### src/hw/rtl/shapad_pkg.sv
`default_nettype none

package shapad_pkg;

  localparam int unsigned CountWidth = 61;
  localparam int unsigned WordWidth  = 32;
  localparam int unsigned IdxWidth   = 4;

  localparam logic [7:0]          PadByte  = 8'h80;
  localparam logic [IdxWidth-1:0] LenHiIdx = 4'd14;
  localparam logic [IdxWidth-1:0] LastIdx  = 4'd15;

  typedef struct packed {
    logic [7:0] data_byte;
    logic       has_byte;
    logic       end_of_message;
  } in_req_t;

  typedef struct packed {
    logic [WordWidth-1:0] out_word;
    logic                 block_end;
    logic                 final_word;
  } out_req_t;

  // Source of a padding word
  typedef enum logic [1:0] {
    SEL_PAD    = 2'd0,
    SEL_ZERO   = 2'd1,
    SEL_LEN_HI = 2'd2,
    SEL_LEN_LO = 2'd3
  } word_sel_e;

  typedef struct packed {
    logic      absorb;
    logic      emit;
    word_sel_e sel;
  } dp_cmd_t;

  typedef struct packed {
    logic out_free;
    logic last_zero;
  } dp_status_t;

endpackage

`default_nettype wire

### src/hw/rtl/shapad_dp.sv
`default_nettype none

module shapad_dp (
  input  logic                   clk_i,
  input  logic                   rst_ni,
  input  shapad_pkg::in_req_t    in_req_i,
  input  shapad_pkg::dp_cmd_t    cmd_i,
  output shapad_pkg::dp_status_t status_o,
  input  logic                   out_stall_i,
  output logic                   out_valid_o,
  output shapad_pkg::out_req_t   out_req_o
);
  import shapad_pkg::*;

  logic [CountWidth-1:0] count_q, count_d;
  logic [23:0]           partial_q, partial_d;
  logic [IdxWidth-1:0]   widx_q, widx_d;
  logic                  out_valid_q, out_valid_d;
  out_req_t              out_q, out_d;

  logic                  out_free;
  logic [IdxWidth-1:0]   cur_idx;
  logic [IdxWidth-1:0]   next_idx;
  logic [WordWidth-1:0]  pad_word;

  assign out_free = !out_valid_q || !out_stall_i;
  // the 0x80 word starts at the word the message ends in
  assign cur_idx  = (cmd_i.sel == SEL_PAD) ? count_q[5:2] : widx_q;
  assign next_idx = cur_idx + 4'd1;
  // left-align the unfinished bytes with the marker byte behind them
  assign pad_word = {partial_q, PadByte} << {~count_q[1:0], 3'b000};

  assign status_o.out_free  = out_free;
  assign status_o.last_zero = (next_idx == LenHiIdx);

  always_comb begin
    count_d     = count_q;
    partial_d   = partial_q;
    widx_d      = widx_q;
    out_valid_d = out_valid_q && out_stall_i;
    out_d       = out_q;

    if (cmd_i.absorb && in_req_i.has_byte) begin
      count_d = count_q + 61'd1;
      if (count_q[1:0] == 2'd3) begin
        out_valid_d         = 1'b1;
        out_d.out_word      = {partial_q, in_req_i.data_byte};
        out_d.block_end     = (count_q[5:0] == 6'd63);
        out_d.final_word    = 1'b0;
        partial_d           = '0;
      end else begin
        partial_d = {partial_q[15:0], in_req_i.data_byte};
      end
    end

    if (cmd_i.emit) begin
      out_valid_d      = 1'b1;
      widx_d           = next_idx;
      out_d.block_end  = (cur_idx == LastIdx);
      out_d.final_word = 1'b0;
      unique case (cmd_i.sel)
        SEL_PAD:    out_d.out_word = pad_word;
        SEL_ZERO:   out_d.out_word = '0;
        SEL_LEN_HI: out_d.out_word = count_q[60:29];
        SEL_LEN_LO: begin
          out_d.out_word   = {count_q[28:0], 3'b000};
          out_d.final_word = 1'b1;
          count_d          = '0;
          partial_d        = '0;
        end
        default:    out_d.out_word = '0;
      endcase
    end
  end

  always_ff @(posedge clk_i or negedge rst_ni) begin
    if (!rst_ni) begin
      count_q     <= '0;
      partial_q   <= '0;
      widx_q      <= '0;
      out_valid_q <= 1'b0;
    end else begin
      count_q     <= count_d;
      partial_q   <= partial_d;
      widx_q      <= widx_d;
      out_valid_q <= out_valid_d;
    end
  end

  always_ff @(posedge clk_i) begin
    out_q <= out_d;
  end

  assign out_valid_o = out_valid_q;
  assign out_req_o   = out_q;

  a_final_ends_block: assert property (@(posedge clk_i) disable iff (!rst_ni)
    out_valid_q && out_q.final_word |-> out_q.block_end)
    else $error("final word not at block end");

  a_final_clears_count: assert property (@(posedge clk_i) disable iff (!rst_ni)
    out_valid_q && out_q.final_word |-> count_q == '0 && partial_q == '0)
    else $error("message state not cleared with final word");

  a_len_hi_place: assert property (@(posedge clk_i) disable iff (!rst_ni)
    cmd_i.emit && cmd_i.sel == SEL_LEN_HI |-> cur_idx == LenHiIdx)
    else $error("length word out of place");

  a_len_lo_place: assert property (@(posedge clk_i) disable iff (!rst_ni)
    cmd_i.emit && cmd_i.sel == SEL_LEN_LO |-> cur_idx == LastIdx)
    else $error("low length word out of place");

endmodule

`default_nettype wire

### src/hw/rtl/shapad_ctrl.sv
`default_nettype none

module shapad_ctrl (
  input  logic                   clk_i,
  input  logic                   rst_ni,
  input  logic                   in_valid_i,
  input  logic                   in_end_i,
  output logic                   in_stall_o,
  input  shapad_pkg::dp_status_t status_i,
  output shapad_pkg::dp_cmd_t    cmd_o
);
  import shapad_pkg::*;

  typedef enum logic [4:0] {
    ST_IDLE   = 5'b00001,
    ST_PAD    = 5'b00010,
    ST_ZERO   = 5'b00100,
    ST_LEN_HI = 5'b01000,
    ST_LEN_LO = 5'b10000
  } state_e;

  state_e state_q, state_d;
  logic   take;

  assign in_stall_o = !((state_q == ST_IDLE) && status_i.out_free);
  assign take       = in_valid_i && !in_stall_o;

  always_comb begin
    state_d      = state_q;
    cmd_o.absorb = 1'b0;
    cmd_o.emit   = 1'b0;
    cmd_o.sel    = SEL_ZERO;
    unique case (state_q)
      ST_IDLE: begin
        cmd_o.absorb = take;
        if (take && in_end_i) begin
          state_d = ST_PAD;
        end
      end
      ST_PAD: begin
        cmd_o.sel  = SEL_PAD;
        cmd_o.emit = status_i.out_free;
        if (status_i.out_free) begin
          state_d = status_i.last_zero ? ST_LEN_HI : ST_ZERO;
        end
      end
      ST_ZERO: begin
        cmd_o.sel  = SEL_ZERO;
        cmd_o.emit = status_i.out_free;
        if (status_i.out_free && status_i.last_zero) begin
          state_d = ST_LEN_HI;
        end
      end
      ST_LEN_HI: begin
        cmd_o.sel  = SEL_LEN_HI;
        cmd_o.emit = status_i.out_free;
        if (status_i.out_free) begin
          state_d = ST_LEN_LO;
        end
      end
      ST_LEN_LO: begin
        cmd_o.sel  = SEL_LEN_LO;
        cmd_o.emit = status_i.out_free;
        if (status_i.out_free) begin
          state_d = ST_IDLE;
        end
      end
      default: state_d = ST_IDLE;
    endcase
  end

  always_ff @(posedge clk_i or negedge rst_ni) begin
    if (!rst_ni) begin
      state_q <= ST_IDLE;
    end else begin
      state_q <= state_d;
    end
  end

endmodule

`default_nettype wire

### src/hw/rtl/sha256_message_padder.sv
// A word completed by a message byte is registered and on the output in the cycle after its request is taken.
// Throughput: byte requests are taken one per cycle while the output is not stalled.
// An end-of-message request holds the input off while the 3 to 18 padding words
// leave, one per cycle while the output is not stalled; the padding sequencer in the controller sets that figure.
// Reset (asynchronous, active low) clears the byte count, the unfinished word,
// the sequencer and the output valid; the block is then ready for a new message.
`default_nettype none

module sha256_message_padder (
  input  logic                 clk_i,
  input  logic                 rst_ni,
  // message byte requests
  input  logic                 in_valid_i,
  output logic                 in_stall_o,
  input  shapad_pkg::in_req_t  in_req_i,
  // padded word requests
  output logic                 out_valid_o,
  input  logic                 out_stall_i,
  output shapad_pkg::out_req_t out_req_o
);
  import shapad_pkg::*;

  dp_cmd_t    cmd;
  dp_status_t status;

  // Sequence the padding: 0x80 word, zero words up to word 14 of the block,
  // then the two halves of the 64-bit bit length.
  shapad_ctrl u_ctrl (
    .clk_i      (clk_i),
    .rst_ni     (rst_ni),
    .in_valid_i (in_valid_i),
    .in_end_i   (in_req_i.end_of_message),
    .in_stall_o (in_stall_o),
    .status_i   (status),
    .cmd_o      (cmd)
  );

  // Hold the byte count, pack bytes into words, form the padding words, and drive the output register.
  shapad_dp u_dp (
    .clk_i       (clk_i),
    .rst_ni      (rst_ni),
    .in_req_i    (in_req_i),
    .cmd_i       (cmd),
    .status_o    (status),
    .out_stall_i (out_stall_i),
    .out_valid_o (out_valid_o),
    .out_req_o   (out_req_o)
  );

endmodule

`default_nettype wire
### config.mk
export PLATFORM = sky130hd
export DESIGN_NAME = sha256_message_padder
export DESIGN_NICKNAME = d
export VERILOG_FILES = /design/src/hw/rtl/shapad_pkg.sv /design/src/hw/rtl/shapad_dp.sv /design/src/hw/rtl/shapad_ctrl.sv /design/src/hw/rtl/sha256_message_padder.sv
export SDC_FILE = /design/constraint.sdc
export NUM_CORES = 1
export LEC_CHECK = 0
export ABC_AREA = 0
export BUFFER_PORTS_ARGS = -buffer_cell sky130_fd_sc_hd__buf_2
export CAP_MARGIN = 20
export CORE_MARGIN = 1.5
export CORE_UTILIZATION = 50
export DETAILED_ROUTE_END_ITERATION = 10
export PLACE_DENSITY = 0.66
export SYNTH_ARGS = -nofsm -noshare
export SYNTH_HDL_FRONTEND = slang
export SYNTH_SLANG_ARGS = --single-unit
### constraint.sdc
create_clock -name clk_i -period 3.59 [get_ports clk_i]
set_clock_uncertainty 0.05 [all_clocks]
set_input_delay 0.359 -clock clk_i [delete_from_list [all_inputs] [get_ports clk_i]]
set_output_delay 0.359 -clock clk_i [all_outputs]
set_load 0.02 [all_outputs]
**Word-level counts from Yosys, hierarchy flattened**

Cells that the tools add are included.

- Reduce and logical (&&, ||, !) cells: 15
- Shifts and indexed selects: 1
- Equality and inequality tests: 17
- Bitwise logic cells: 1
- $add $sub $neg: 2
- Multiplexer cells: 25

Operator list:

| operator | count |
|---|---|
| $mux W61 | 3 |
| $pmux W32 S4 | 1 |
| $mux W34 | 3 |
| $mux W24 | 4 |
| $add A61 B1 Y61 const B | 1 |
| $shl A32 B5 Y32 | 1 |
| $mux W5 | 5 |
| $pmux W5 S5 | 1 |
| $pmux W3 S4 | 1 |
| $eq A4 B4 Y1 const B | 2 |
| $mux W4 | 2 |
| $ne A2 B1 Y1 const B | 4 |
| $eq A2 B2 Y1 const B | 3 |
| $eq A6 B6 Y1 const B | 1 |
| $logic_and A1 B1 Y1 | 6 |
| $eq A5 B1 Y1 const B | 1 |
| $eq A5 B2 Y1 const B | 1 |
| $eq A5 B3 Y1 const B | 1 |
| $eq A5 B4 Y1 const B | 1 |
| $eq A5 B5 Y1 const B | 1 |
| $mux W1 | 5 |
| $reduce_and A5 Y1 | 1 |
| $add A4 B1 Y4 const B | 1 |
| $reduce_bool A2 Y1 | 2 |
| other kinds (7) | 9 |

- Logic and storage cells: 69
- Flip-flop bits (word level): 129
- Output and inout port bits: 36

**Logic depth before layout (Yosys ltp)**

Gate-level depths: netlist of the first run.

- Word-level depth: 10
- Gate-level depth with buffers: 11
- Gate-level depth less buffers: 8

**Cells and area by module**

A second synthesis of the first run with hierarchy kept.

- Cell total of the unflattened synthesis: 748
- Area, all modules: 7206.9 um^2

By module, submodules not included:

| module | area each (um^2) | cells each | instances |
|---|---|---|---|
| shapad_dp | 6731.5 | 694 | 1 |
| shapad_ctrl | 475.5 | 54 | 1 |

**Worst setup path after synthesis of the first run**

No wires, ideal clock.

- Kind: reg2reg
- From: register u_ctrl.state_q[0]
- To: register u_dp.out_q, in the netlist u_dp.out_req_o[0] (enable)
- Path buffers: 2
- Cell stages (with the launch flop): 7
- Setup time: 0.392 ns
- Data required time: 3.148 ns
- Arrival: 2.598 ns
- Clock period less this slack: 3.040 ns
- Path slack: 0.550 ns
- Cells stage by stage: dfstp_2 -> or3b_1 -> buf_2 -> nor4_1 -> clkbuf_1 -> nand2_1 -> nand2_1

- Longest elaborated chain between the ends: 7
- Elaborated cells on any way between the ends: 13

Ends and longest elaborated chain:

| item | line | source |
|---|---|---|
| from (decl) | shapad_ctrl.sv:22 | `state_e state_q, state_d;` |
| from (signal assigned) | shapad_ctrl.sv:76 | `state_q <= state_d;` |
| $eq A5 B1 Y1 | shapad_ctrl.sv:25, shapad_ctrl.sv:33 |  |
| $logic_and A1 B1 Y1 | shapad_ctrl.sv:25 | `assign in_stall_o = !((state_q == ST_IDLE) && status_i.out_free);` |
| $logic_and A1 B1 Y1 | shapad_ctrl.sv:26 | `assign take = in_valid_i && !in_stall_o;` |
| $mux W1 | shapad_ctrl.sv:33 | `unique case (state_q)` |
| $logic_and A1 B1 Y1 | shapad_dp.sv:43 | `if (cmd_i.absorb && in_req_i.has_byte) begin` |
| $reduce_bool A2 Y1 (no source line) | n/a |  |
| $reduce_and A2 Y1 (no source line) * | n/a |  |
| to (signal assigned) | shapad_dp.sv:91 | `out_q <= out_d;` |
| to (decl) | shapad_dp.sv:19 | `out_req_t out_q, out_d;` |

Every way passes the cells marked *; elsewhere a longest branch is shown, timed or not.
A chain may end at the register's enable or synchronous reset.

**Final worst setup path of the first run**

- From: register u_ctrl.state_q[3]
- To: register u_ctrl.state_q[2]

- Longest elaborated chain between the ends: 9
- Elaborated cells on any way between the ends: 23

Ends and longest elaborated chain:

| item | line | source |
|---|---|---|
| $eq A5 B5 Y1, or another cell as far along | shapad_ctrl.sv:33 |  |
| $pmux W3 S4 | shapad_ctrl.sv:33 |  |
| $logic_not A2 Y1 | shapad_dp.sv:28 | `assign cur_idx = (cmd_i.sel == SEL_PAD) ? count_q[5:2] : widx_q;` |
| $mux W4 | shapad_dp.sv:28 |  |
| $add A4 B1 Y4 | shapad_dp.sv:29 | `assign next_idx = cur_idx + 4'd1;` |
| $eq A4 B4 Y1 | shapad_dp.sv:34 | `assign status_o.last_zero = (next_idx == LenHiIdx);` |
| $mux W4 / $logic_and A1 B1 Y1 (equally long branches) | shapad_ctrl.sv:44, shapad_ctrl.sv:50 |  |
| $mux W5 / $ne A2 B1 Y1 (equally long branches) | n/a |  |
| $pmux W5 S5 / $reduce_and A5 Y1 (equally long branches) | n/a |  |

Several ways; a longest one is shown, not always the timed one. The select of a mux whose other input is x is not followed.

==> results of run 1 <==
==> path summary, 6_finish.rpt <==
check | startpoint | to | slack, ns | depth (start not counted)
hold reg to reg | u_dp.partial_q[23]$_DFF_PN0_ | u_dp.partial_q[23]$_DFF_PN0_ | 0.48 | 2
hold / removal | rst_ni | u_dp.widx_q[0]$_DFFE_PN0P_ | -0.03 | 1
min in group clk_i | in_req_i[9] | u_dp.partial_q[7]$_DFF_PN0_ | 0.16 | 3
max in group asynchronous | rst_ni | u_dp.partial_q[20]$_DFF_PN0_ | 2.68 | 2
setup / recovery | u_ctrl.state_q[3]$_DFFE_PN0P_ | u_ctrl.state_q[2]$_DFFE_PN0P_ | 0.58 | 8
setup reg to reg | u_ctrl.state_q[3]$_DFFE_PN0P_ | u_ctrl.state_q[2]$_DFFE_PN0P_ | 0.58 | 8
==> logic make-up (layout without fill, tap and decap cells) <==
kind of cell             Yosys count  in the layout  share of synthesized area [%]
XOR/XNOR                          19             19                           2.39
AND/OR/NAND/NOR                  300            300                           22.5
flip-flops                       129            129                           48.8
AO/OA/AOI/OAI                    215            215                           19.7
multiplexers                      12             12                           1.85
buffers and inverters             74            114                           4.25
adder cells (fa/ha/maj)            3              3                          0.539
==> cell usage after synthesis, types with 2 or more instances <==
| cell | n | area share, % |
|---|---|---|
| sky130_fd_sc_hd__mux2_2 | 7 | 1.1 |
| sky130_fd_sc_hd__a21o_1 | 2 | 0.22 |
| sky130_fd_sc_hd__edfxtp_1 | 34 | 15 |
| sky130_fd_sc_hd__nor2b_1 | 2 | 0.18 |
| sky130_fd_sc_hd__a222oi_1 | 11 | 1.6 |
| sky130_fd_sc_hd__clkbuf_1 | 50 | 2.7 |
| sky130_fd_sc_hd__inv_1 | 14 | 0.75 |
| sky130_fd_sc_hd__buf_1 | 4 | 0.22 |
| sky130_fd_sc_hd__or2_2 | 2 | 0.18 |
| sky130_fd_sc_hd__buf_2 | 3 | 0.22 |
| sky130_fd_sc_hd__o21ai_0 | 47 | 3.4 |
| sky130_fd_sc_hd__and4_1 | 5 | 0.63 |
| sky130_fd_sc_hd__xor2_1 | 13 | 1.6 |
| sky130_fd_sc_hd__and3_1 | 6 | 0.54 |
| sky130_fd_sc_hd__and2_1 | 3 | 0.27 |
| sky130_fd_sc_hd__nand2_1 | 94 | 5.1 |
| sky130_fd_sc_hd__mux2i_1 | 5 | 0.72 |
| sky130_fd_sc_hd__o31ai_1 | 27 | 2.9 |
| sky130_fd_sc_hd__ha_1 | 3 | 0.54 |
| sky130_fd_sc_hd__a31oi_1 | 3 | 0.27 |
| sky130_fd_sc_hd__nor3_1 | 11 | 0.79 |
| sky130_fd_sc_hd__dfrtp_1 | 94 | 34 |
| sky130_fd_sc_hd__nand2b_1 | 3 | 0.27 |
| sky130_fd_sc_hd__or3_1 | 16 | 1.4 |
| sky130_fd_sc_hd__nor4_1 | 3 | 0.27 |
| sky130_fd_sc_hd__o311ai_0 | 2 | 0.25 |
| sky130_fd_sc_hd__buf_6 | 2 | 0.32 |
| sky130_fd_sc_hd__nand4_1 | 24 | 2.2 |
| sky130_fd_sc_hd__a22o_1 | 7 | 0.88 |
| sky130_fd_sc_hd__a22oi_1 | 18 | 1.9 |
| sky130_fd_sc_hd__nor2_1 | 35 | 1.9 |
| sky130_fd_sc_hd__nand3_1 | 56 | 4.0 |
| sky130_fd_sc_hd__a21oi_1 | 77 | 5.5 |
| sky130_fd_sc_hd__xnor2_1 | 6 | 0.75 |
| sky130_fd_sc_hd__nor4_2 | 2 | 0.36 |
| sky130_fd_sc_hd__or4_1 | 27 | 2.9 |
| sky130_fd_sc_hd__o2bb2ai_1 | 10 | 1.3 |
==> cell type report <==
| cell class | instances | area, sq um | area share (%) |
|---|---|---|---|
| Inverter | 15 | 56.3 | 0.701 |
| Sequential cell | 129 | 3400 | 42.3 |
| Timing Repair Buffer | 67 | 395 | 4.93 |
| Tap cell | 176 | 220 | 2.74 |
| Multi-Input combinational cell | 549 | 3300 | 41.1 |
| Clock inverter | 9 | 148 | 1.84 |
| Clock buffer | 23 | 510 | 6.36 |
==> flip-flops by register name, summed over array words and instances, names as in the netlist <==
signal and count:
u_dp.out_req_o 34, u_dp.widx_q 4, u_dp.partial_q 24, u_dp.out_valid_o 1, u_ctrl.state_q 5, u_dp.count_q 61
==> metrics by stage <==
stage	utilization [%]	cells
2_1_floorplan	-	752
3_3_place_gp	55.0	936
6_report	59.9	968
5_1_grt	59.9	968
4_1_cts	59.9	968
3_5_place_dp	55.0	936
==> metal layers <==
metal	part of all wire (%)	track usage (%)
met1	44	41.7
met2	46	42.7
met3	8.7	5.50
met4	1.3	10.0
met5	0	0
==> power by group <==
group | switching, mW | leakage (nW) | internal, mW
combinational | 0.592 | 1.21 | 0.361
clock | 0.653 | 0.323 | 1.28
sequential | 0.238 | 1.60 | 1.73
total | 1.48 | 3.13 | 3.37
==> flow_summary.json, run 1 <==
{
  "run_status": "complete, but fails checks",
  "violations": "negative hold slack",
  "std_cell_rows": 42,
  "crit_path_top_delay_cell": "sky130_fd_sc_hd__nor4_1",
  "floorplan.initialDensity_pct": 52.0,
  "max-clock-path-buffers": 2,
  "core_area_sq_um": 13400,
  "worst_hold_slack_ns": -0.0334,
  "setup_viol": 0,
  "synth-seq-cells": 129,
  "post_cts_resized": 0,
  "cts_max_level": 4,
  "proportion_of_synthesized_flip_flops_having_asynchronous_set_or_reset_pct": 73.6,
  "remaining_drc_errors": 0,
  "design.die.area_sq_um": 14700,
  "cp_num_buf_inv": 0,
  "timing.final.crit_period_ns": 3.01,
  "hold_viol": 9,
  "wl_mm": 20.3,
  "cts_sink_cnt": 129,
  "syn_avg_cell_area_sq_um": 9.27,
  "port-buffer-count": 49,
  "post_dp_cell_area_sq_um": 7370,
  "synthDistinctLibCells": 61,
  "max_stage_delay_ns": 0.78,
  "vdd.ir_drop.worst_uv": 325,
  "timing.final.ws_setup_ns": 0.585,
  "mappedNetlistNets": 769,
  "wire_length_of_the_first_global_routing_pass_mm": 32.1,
  "drtIter0Drc": 895,
  "wl_per_cell_microns": 21.0,
  "cpMostUsedCell": "sky130_fd_sc_hd__nand2_1",
  "synth_edf_count": 34,
  "post-route-period-util_pct": 83.7,
  "max_slew.worst_pin.slew_ns": 0.899,
  "final_weighted_congestion_in_routability_driven_placement": 0.878,
  "layout.cells.most_common_list": "94 x sky130_fd_sc_hd__nand2_1, 94 x sky130_fd_sc_hd__dfrtp_1, 77 x sky130_fd_sc_hd__a21oi_1, 56 x sky130_fd_sc_hd__nand3_1, 48 x sky130_fd_sc_hd__buf_2",
  "drive_gt1_share_pct": 14.8,
  "power_density_over_cell_area_nw_per_um2": 604,
  "report.final.slew_viol_count": 0,
  "finish.net_count": 796,
  "worst-path-max-fanout": 12,
  "layout.cell_area.non_filler_sq_um": 8030,
  "cp.required_ns": 3.86,
  "cts_buffers": 17,
  "clock_tree_from_tritoncts": "built",
  "cellLeakagePower_nw": 3.13,
  "crit_path_cell_trace": "nor4_1 > nand2_1 > nand2_1 > nand2_1 > ha_1 > o311ai_0 > nand3_1 > o211a_1",
  "worstHoldPathType": "in -> async",
  "grt_use_total_pct": 28.6,
  "via_count": 6408,
  "synthToLayoutAreaGrowth_pct": 15.2,
  "post_synth_inst_count": 752,
  "final.setup.tns_ns": 0,
  "initial_antenna_violation_count": 0,
  "detail-route-antenna-nets": 0,
  "worst-endpoint-arrival_ns": 3.27,
  "root_buffer": "sky130_fd_sc_hd__clkbuf_16",
  "post_synth_instance_area_sq_um": 6970,
  "synth-warning-count": 0,
  "finalPower_mw": 4.85,
  "kind_of_critical_path": "reg -> reg",
  "pin_count_of_the_biggest_net_entering_global_routing": 65,
  "die_boundary_height_microns": 121,
  "postCtsSetupRepairBufs": 0,
  "cts_hold_repair.buffers": 0,
  "synth.yosys.seq_area_share_pct": 48.8,
  "drv_cap": 0,
  "avgViaCountPerCell": 6.62,
  "diodes": 0,
  "worst_setup_path_start_kind": "flop",
  "max_freq_ghz": 0.333,
  "drt_first_pass_iters": 7,
  "grt_pass1_vias": 5875,
  "grt.overflow.total": 0,
  "path_clk_slew_ns": 0.06,
  "layout.filler_cells": 1140,
  "cp_endpoint_kind": "flop",
  "postSynth.topFlopCell": "sky130_fd_sc_hd__dfrtp_1",
  "clock_insertion_delay_worst_skew_ns": 0.43,
  "crit_family": "simple AND/OR/NAND/NOR gates",
  "num_io_pins": 50,
  "die_extent_in_x_microns": 121,
  "minimum_setup_slack_after_placement_ns": 0.698,
  "post-dp-hpwl_mm": 13.3,
  "setup_repair_after_global_routing_missed_its_margin": "no",
  "slew-limit-headroom_pct": 39.6
}
(Power assumes the default switching activity.)
==> inputs of run 2 (changes only) <==
--- a/config.mk
+++ b/config.mk
@@ -5,7 +5,7 @@
 export SDC_FILE = /design/constraint.sdc
 export NUM_CORES = 1
 export LEC_CHECK = 0
-export ABC_AREA = 0
+export ABC_AREA = 1
 export BUFFER_PORTS_ARGS = -buffer_cell sky130_fd_sc_hd__buf_2
 export CAP_MARGIN = 20
 export CORE_MARGIN = 1.5
==> constraint.sdc (replaced) <==
create_clock -name clk_i -period 2.9 [get_ports clk_i]
set_clock_uncertainty 0.05 [all_clocks]
set_input_delay 0.29 -clock clk_i [delete_from_list [all_inputs] [get_ports clk_i]]
set_output_delay 0.29 -clock clk_i [all_outputs]
set_load 0.02 [all_outputs]
==> run 2 against run 1 <==
Against the previous run: synthesized cell count grew 48%; fmax rose by 27%; area after synthesis increased by 14%; clock power grew 14%; core utilization down 1.0 points; non-clock buffer count is 1 higher; routed wire length rose by 33%; first-iteration DRC count fell by 7.9%; combinational power rose to 3.2 times the previous value; worst hold slack gained 0.13 ns; the flow now finishes without violations; die area grew 14%; highest routed layer unchanged.
==> flow_summary.json, run 2 <==
{
  "cts_max_level": 4,
  "setup_viol": 0,
  "drv_cap": 0,
  "drive_gt1_share_pct": 10.5,
  "register_containing_the_most_flip_flops_in_the_final_layout": "u_dp.count_q",
  "setup_repair_after_global_routing_missed_its_margin": "no",
  "cts_buffers": 17,
  "synth.top_cells.by_count": "298 x sky130_fd_sc_hd__nand2_1, 159 x sky130_fd_sc_hd__nor2_1, 104 x sky130_fd_sc_hd__inv_1",
  "cellLeakagePower_nw": 3.94,
  "grt.overflow.total": 0,
  "dp_cells": 1345,
  "avgViaCountPerCell": 5.75,
  "postSynth.topFlopCell": "sky130_fd_sc_hd__dfrtp_1",
  "synthDistinctLibCells": 41,
  "mostFrequentLayoutCell": "sky130_fd_sc_hd__nand2_1",
  "core_area_sq_um": 15400,
  "synth-warning-count": 0,
  "cpMostUsedCell": "sky130_fd_sc_hd__nand2_1",
  "max_freq_ghz": 0.424,
  "synth_edf_count": 34,
  "std_cell_rows": 45,
  "combinational_family_with_the_most_area_after_synthesis": "simple AND/OR/NAND/NOR gates",
  "grt_pass1_vias": 7386,
  "synth-seq-cells": 129,
  "synth.largest_area_cell": "sky130_fd_sc_hd__dfrtp_1",
  "cp_endpoint_kind": "flop",
  "yosys-mux-area-fraction_pct": 0,
  "drt_first_pass_iters": 8,
  "crit_path_cell_trace": "nor2_4 > nand3_2 > buf_4 > nand2_1 > nand2_1 > ha_1 > nand2_1 > nand2_1 > nor2_1 > nand2_1 > o21ai_0 > nand2_1",
  "proportion_of_synthesized_flip_flops_having_asynchronous_set_or_reset_pct": 73.6,
  "final_weighted_congestion_in_routability_driven_placement": 1.04,
  "post-route-period-util_pct": 81.3,
  "via_count": 7920,
  "postCtsSetupRepairBufs": 0,
  "power_density_over_cell_area_nw_per_um2": 925,
  "die_extent_in_x_microns": 129,
  "final.setup.tns_ns": 0,
  "post-dp-hpwl_mm": 19.6,
  "yosys.cell_count.top_type": "sky130_fd_sc_hd__nand2_1",
  "remaining_drc_errors": 0,
  "synthAdderAreaFrac_pct": 0.472,
  "floorplan.initialDensity_pct": 51.8,
  "hold_viol": 0,
  "wire_length_of_the_first_global_routing_pass_mm": 41.8,
  "post_synth_inst_count": 1111,
  "synth.yosys.seq_area_share_pct": 42.7,
  "initial_antenna_violation_count": 0,
  "root_buffer": "sky130_fd_sc_hd__clkbuf_16",
  "fin_util_pct": 58.9,
  "port-buffer-count": 49,
  "finish.net_count": 1171,
  "path_clk_slew_ns": 0.06,
  "die_boundary_height_microns": 129,
  "wl_per_cell_microns": 19.6,
  "kind_of_critical_path": "reg -> reg",
  "drtIter0Drc": 824,
  "cp.required_ns": 3.17,
  "crit_path_top_delay_cell": "sky130_fd_sc_hd__dfrtp_1",
  "slew-limit-headroom_pct": 49.3,
  "cts_sink_cnt": 129,
  "mappedNetlistNets": 1128,
  "synth-simple-area-share_pct": 31.6,
  "post_synth_instance_area_sq_um": 7960,
  "synth_xor_area_share_pct": 3.08,
  "wl_mm": 27.0,
  "clock_tree_from_tritoncts": "built",
  "synth_compound_gate_area_share_pct": 14.3,
  "detail-route-antenna-nets": 0,
  "max_slew.worst_pin.slew_ns": 0.760,
  "diodes": 0,
  "yosys-top-cells-area": "sky130_fd_sc_hd__dfrtp_1 30%, sky130_fd_sc_hd__nand2_1 14%, sky130_fd_sc_hd__edfxtp_1 13%",
  "max-clock-path-buffers": 2,
  "worst_setup_path_start_kind": "flop",
  "final_cells": 1378,
  "grt_use_total_pct": 33.9,
  "clock_insertion_delay_worst_skew_ns": 0.43,
  "minimum_setup_slack_after_placement_ns": 0.582,
  "worst-endpoint-arrival_ns": 2.62,
  "pin_count_of_the_biggest_net_entering_global_routing": 79,
  "timing.final.ws_setup_ns": 0.542,
  "report.final.slew_viol_count": 0,
  "synth_largest_type_area_fraction_pct": 29.6,
  "worstHoldPathType": "in -> reg",
  "synthToLayoutAreaGrowth_pct": 13.8,
  "syn_avg_cell_area_sq_um": 7.16,
  "worst-path-max-fanout": 14,
  "timing.final.crit_period_ns": 2.36,
  "design.die.area_sq_um": 16700,
  "largest_register_ffs": 61,
  "run_status": "finished clean",
  "max_stage_delay_ns": 0.43,
  "num_io_pins": 50,
  "layout.filler_cells": 1474,
  "layout.cells.most_common_list": "298 x sky130_fd_sc_hd__nand2_1, 159 x sky130_fd_sc_hd__nor2_1, 104 x sky130_fd_sc_hd__inv_1, 94 x sky130_fd_sc_hd__dfrtp_1, 75 x sky130_fd_sc_hd__o21ai_0",
  "vdd.ir_drop.worst_uv": 485
}
==> run 2: cell types whose count changed after synthesis, moves of 14 or more <==
cell,change
sky130_fd_sc_hd__a211oi_1,+21
sky130_fd_sc_hd__a22oi_1,-16
sky130_fd_sc_hd__buf_2,+17
sky130_fd_sc_hd__clkbuf_1,-29
sky130_fd_sc_hd__inv_1,+90
sky130_fd_sc_hd__nand2_1,+204
sky130_fd_sc_hd__nor2_1,+124
sky130_fd_sc_hd__o21ai_0,+28
sky130_fd_sc_hd__o22ai_1,+20
sky130_fd_sc_hd__o31ai_1,-26
sky130_fd_sc_hd__or3_1,-16
sky130_fd_sc_hd__or4_1,-27
sky130_fd_sc_hd__xor2_1,+14
==> run 2: kinds of logic (layout without fill, tap and decap cells) <==
kind of cell	count (synthesis)	after routing
simple gates	593	593
flops	129	129
buf+inv	156	212
compound gates	202	202
xor+xnor	28	28
fa+ha+maj	3	3
==> run 2: worst paths after layout <==
kind,start,end,slack [ns],depth (start not counted)
worst max-delay path,u_ctrl.state_q[3]$_DFFE_PN0P_,u_ctrl.state_q[2]$_DFFE_PN0P_,0.54,12
worst min-delay path,in_req_i[2],u_dp.partial_q[0]$_DFF_PN0_,0.1,3
worst max register to register,u_ctrl.state_q[3]$_DFFE_PN0P_,u_ctrl.state_q[2]$_DFFE_PN0P_,0.54,12
worst min register to register,u_dp.widx_q[1]$_DFFE_PN0P_,u_dp.widx_q[1]$_DFFE_PN0P_,0.45,2
max in group asynchronous,rst_ni,u_ctrl.state_q[0]$_DFFE_PN1P_,1.76,3
min in group asynchronous,rst_ni,u_dp.count_q[13]$_DFF_PN0_,0.32,2
==> run 2: area by class of cell <==
class / instances / area (sq um) / share of cell area (%)
Multi-Input combinational cell: 826 / 3940 / 43.6
Sequential cell: 129 / 3400 / 37.6
Clock buffer: 19 / 433 / 4.78
Timing Repair Buffer: 68 / 430 / 4.76
Inverter: 112 / 420 / 4.64
Tap cell: 211 / 264 / 2.92
Clock inverter: 13 / 161 / 1.78
==> run 2: what timing repair did <==
action | in CTS | in global routing
endpoints found under the hold margin | 34 | 0
hold buffers | 1 | 0
gates resized for setup | 0 | 0
==> run 2: critical path, delay by kind of cell, from the launching register on <==
kind	cells	cell delay (ns)
adder cells (fa/ha/maj)	1	0.25
AND/OR/NAND/NOR	9	1.13
AO/OA/AOI/OAI	1	0.14
flip-flops	1	0.43
buffers and inverters	1	0.23
==> run 2: per-layer routing <==
metal	vias up	GRT usage, %	wire [microns]	share of wire [%]
met3	73	6.48	2160	8.0
li1	3755	-	-	-
met5	-	0	0	0
met2	407	50.9	11800	44
met1	3685	47.7	11900	44
met4	0	14.9	1130	4.2
==> run 2: power by group <==
part | internal, mW | switching [mW] | total [mW]
Sequential | 2.56 | 0.570 | 3.13
Combinational | 0.938 | 2.11 | 3.04
Clock | 1.35 | 0.849 | 2.20
==> run 2: through the flow <==
stage | total power, mW | hold slack (ns) | area (sq um)
2_1_floorplan | 5.11 | -0.0556 | 7960
3_3_place_gp | 6.09 | 0.233 | 8450
3_5_place_dp | 6.12 | 0.233 | 8450
4_1_cts | 8.33 | 0.0848 | 9050
5_1_grt | 8.87 | 0.101 | 9050
6_report | 8.37 | 0.0995 | 9050
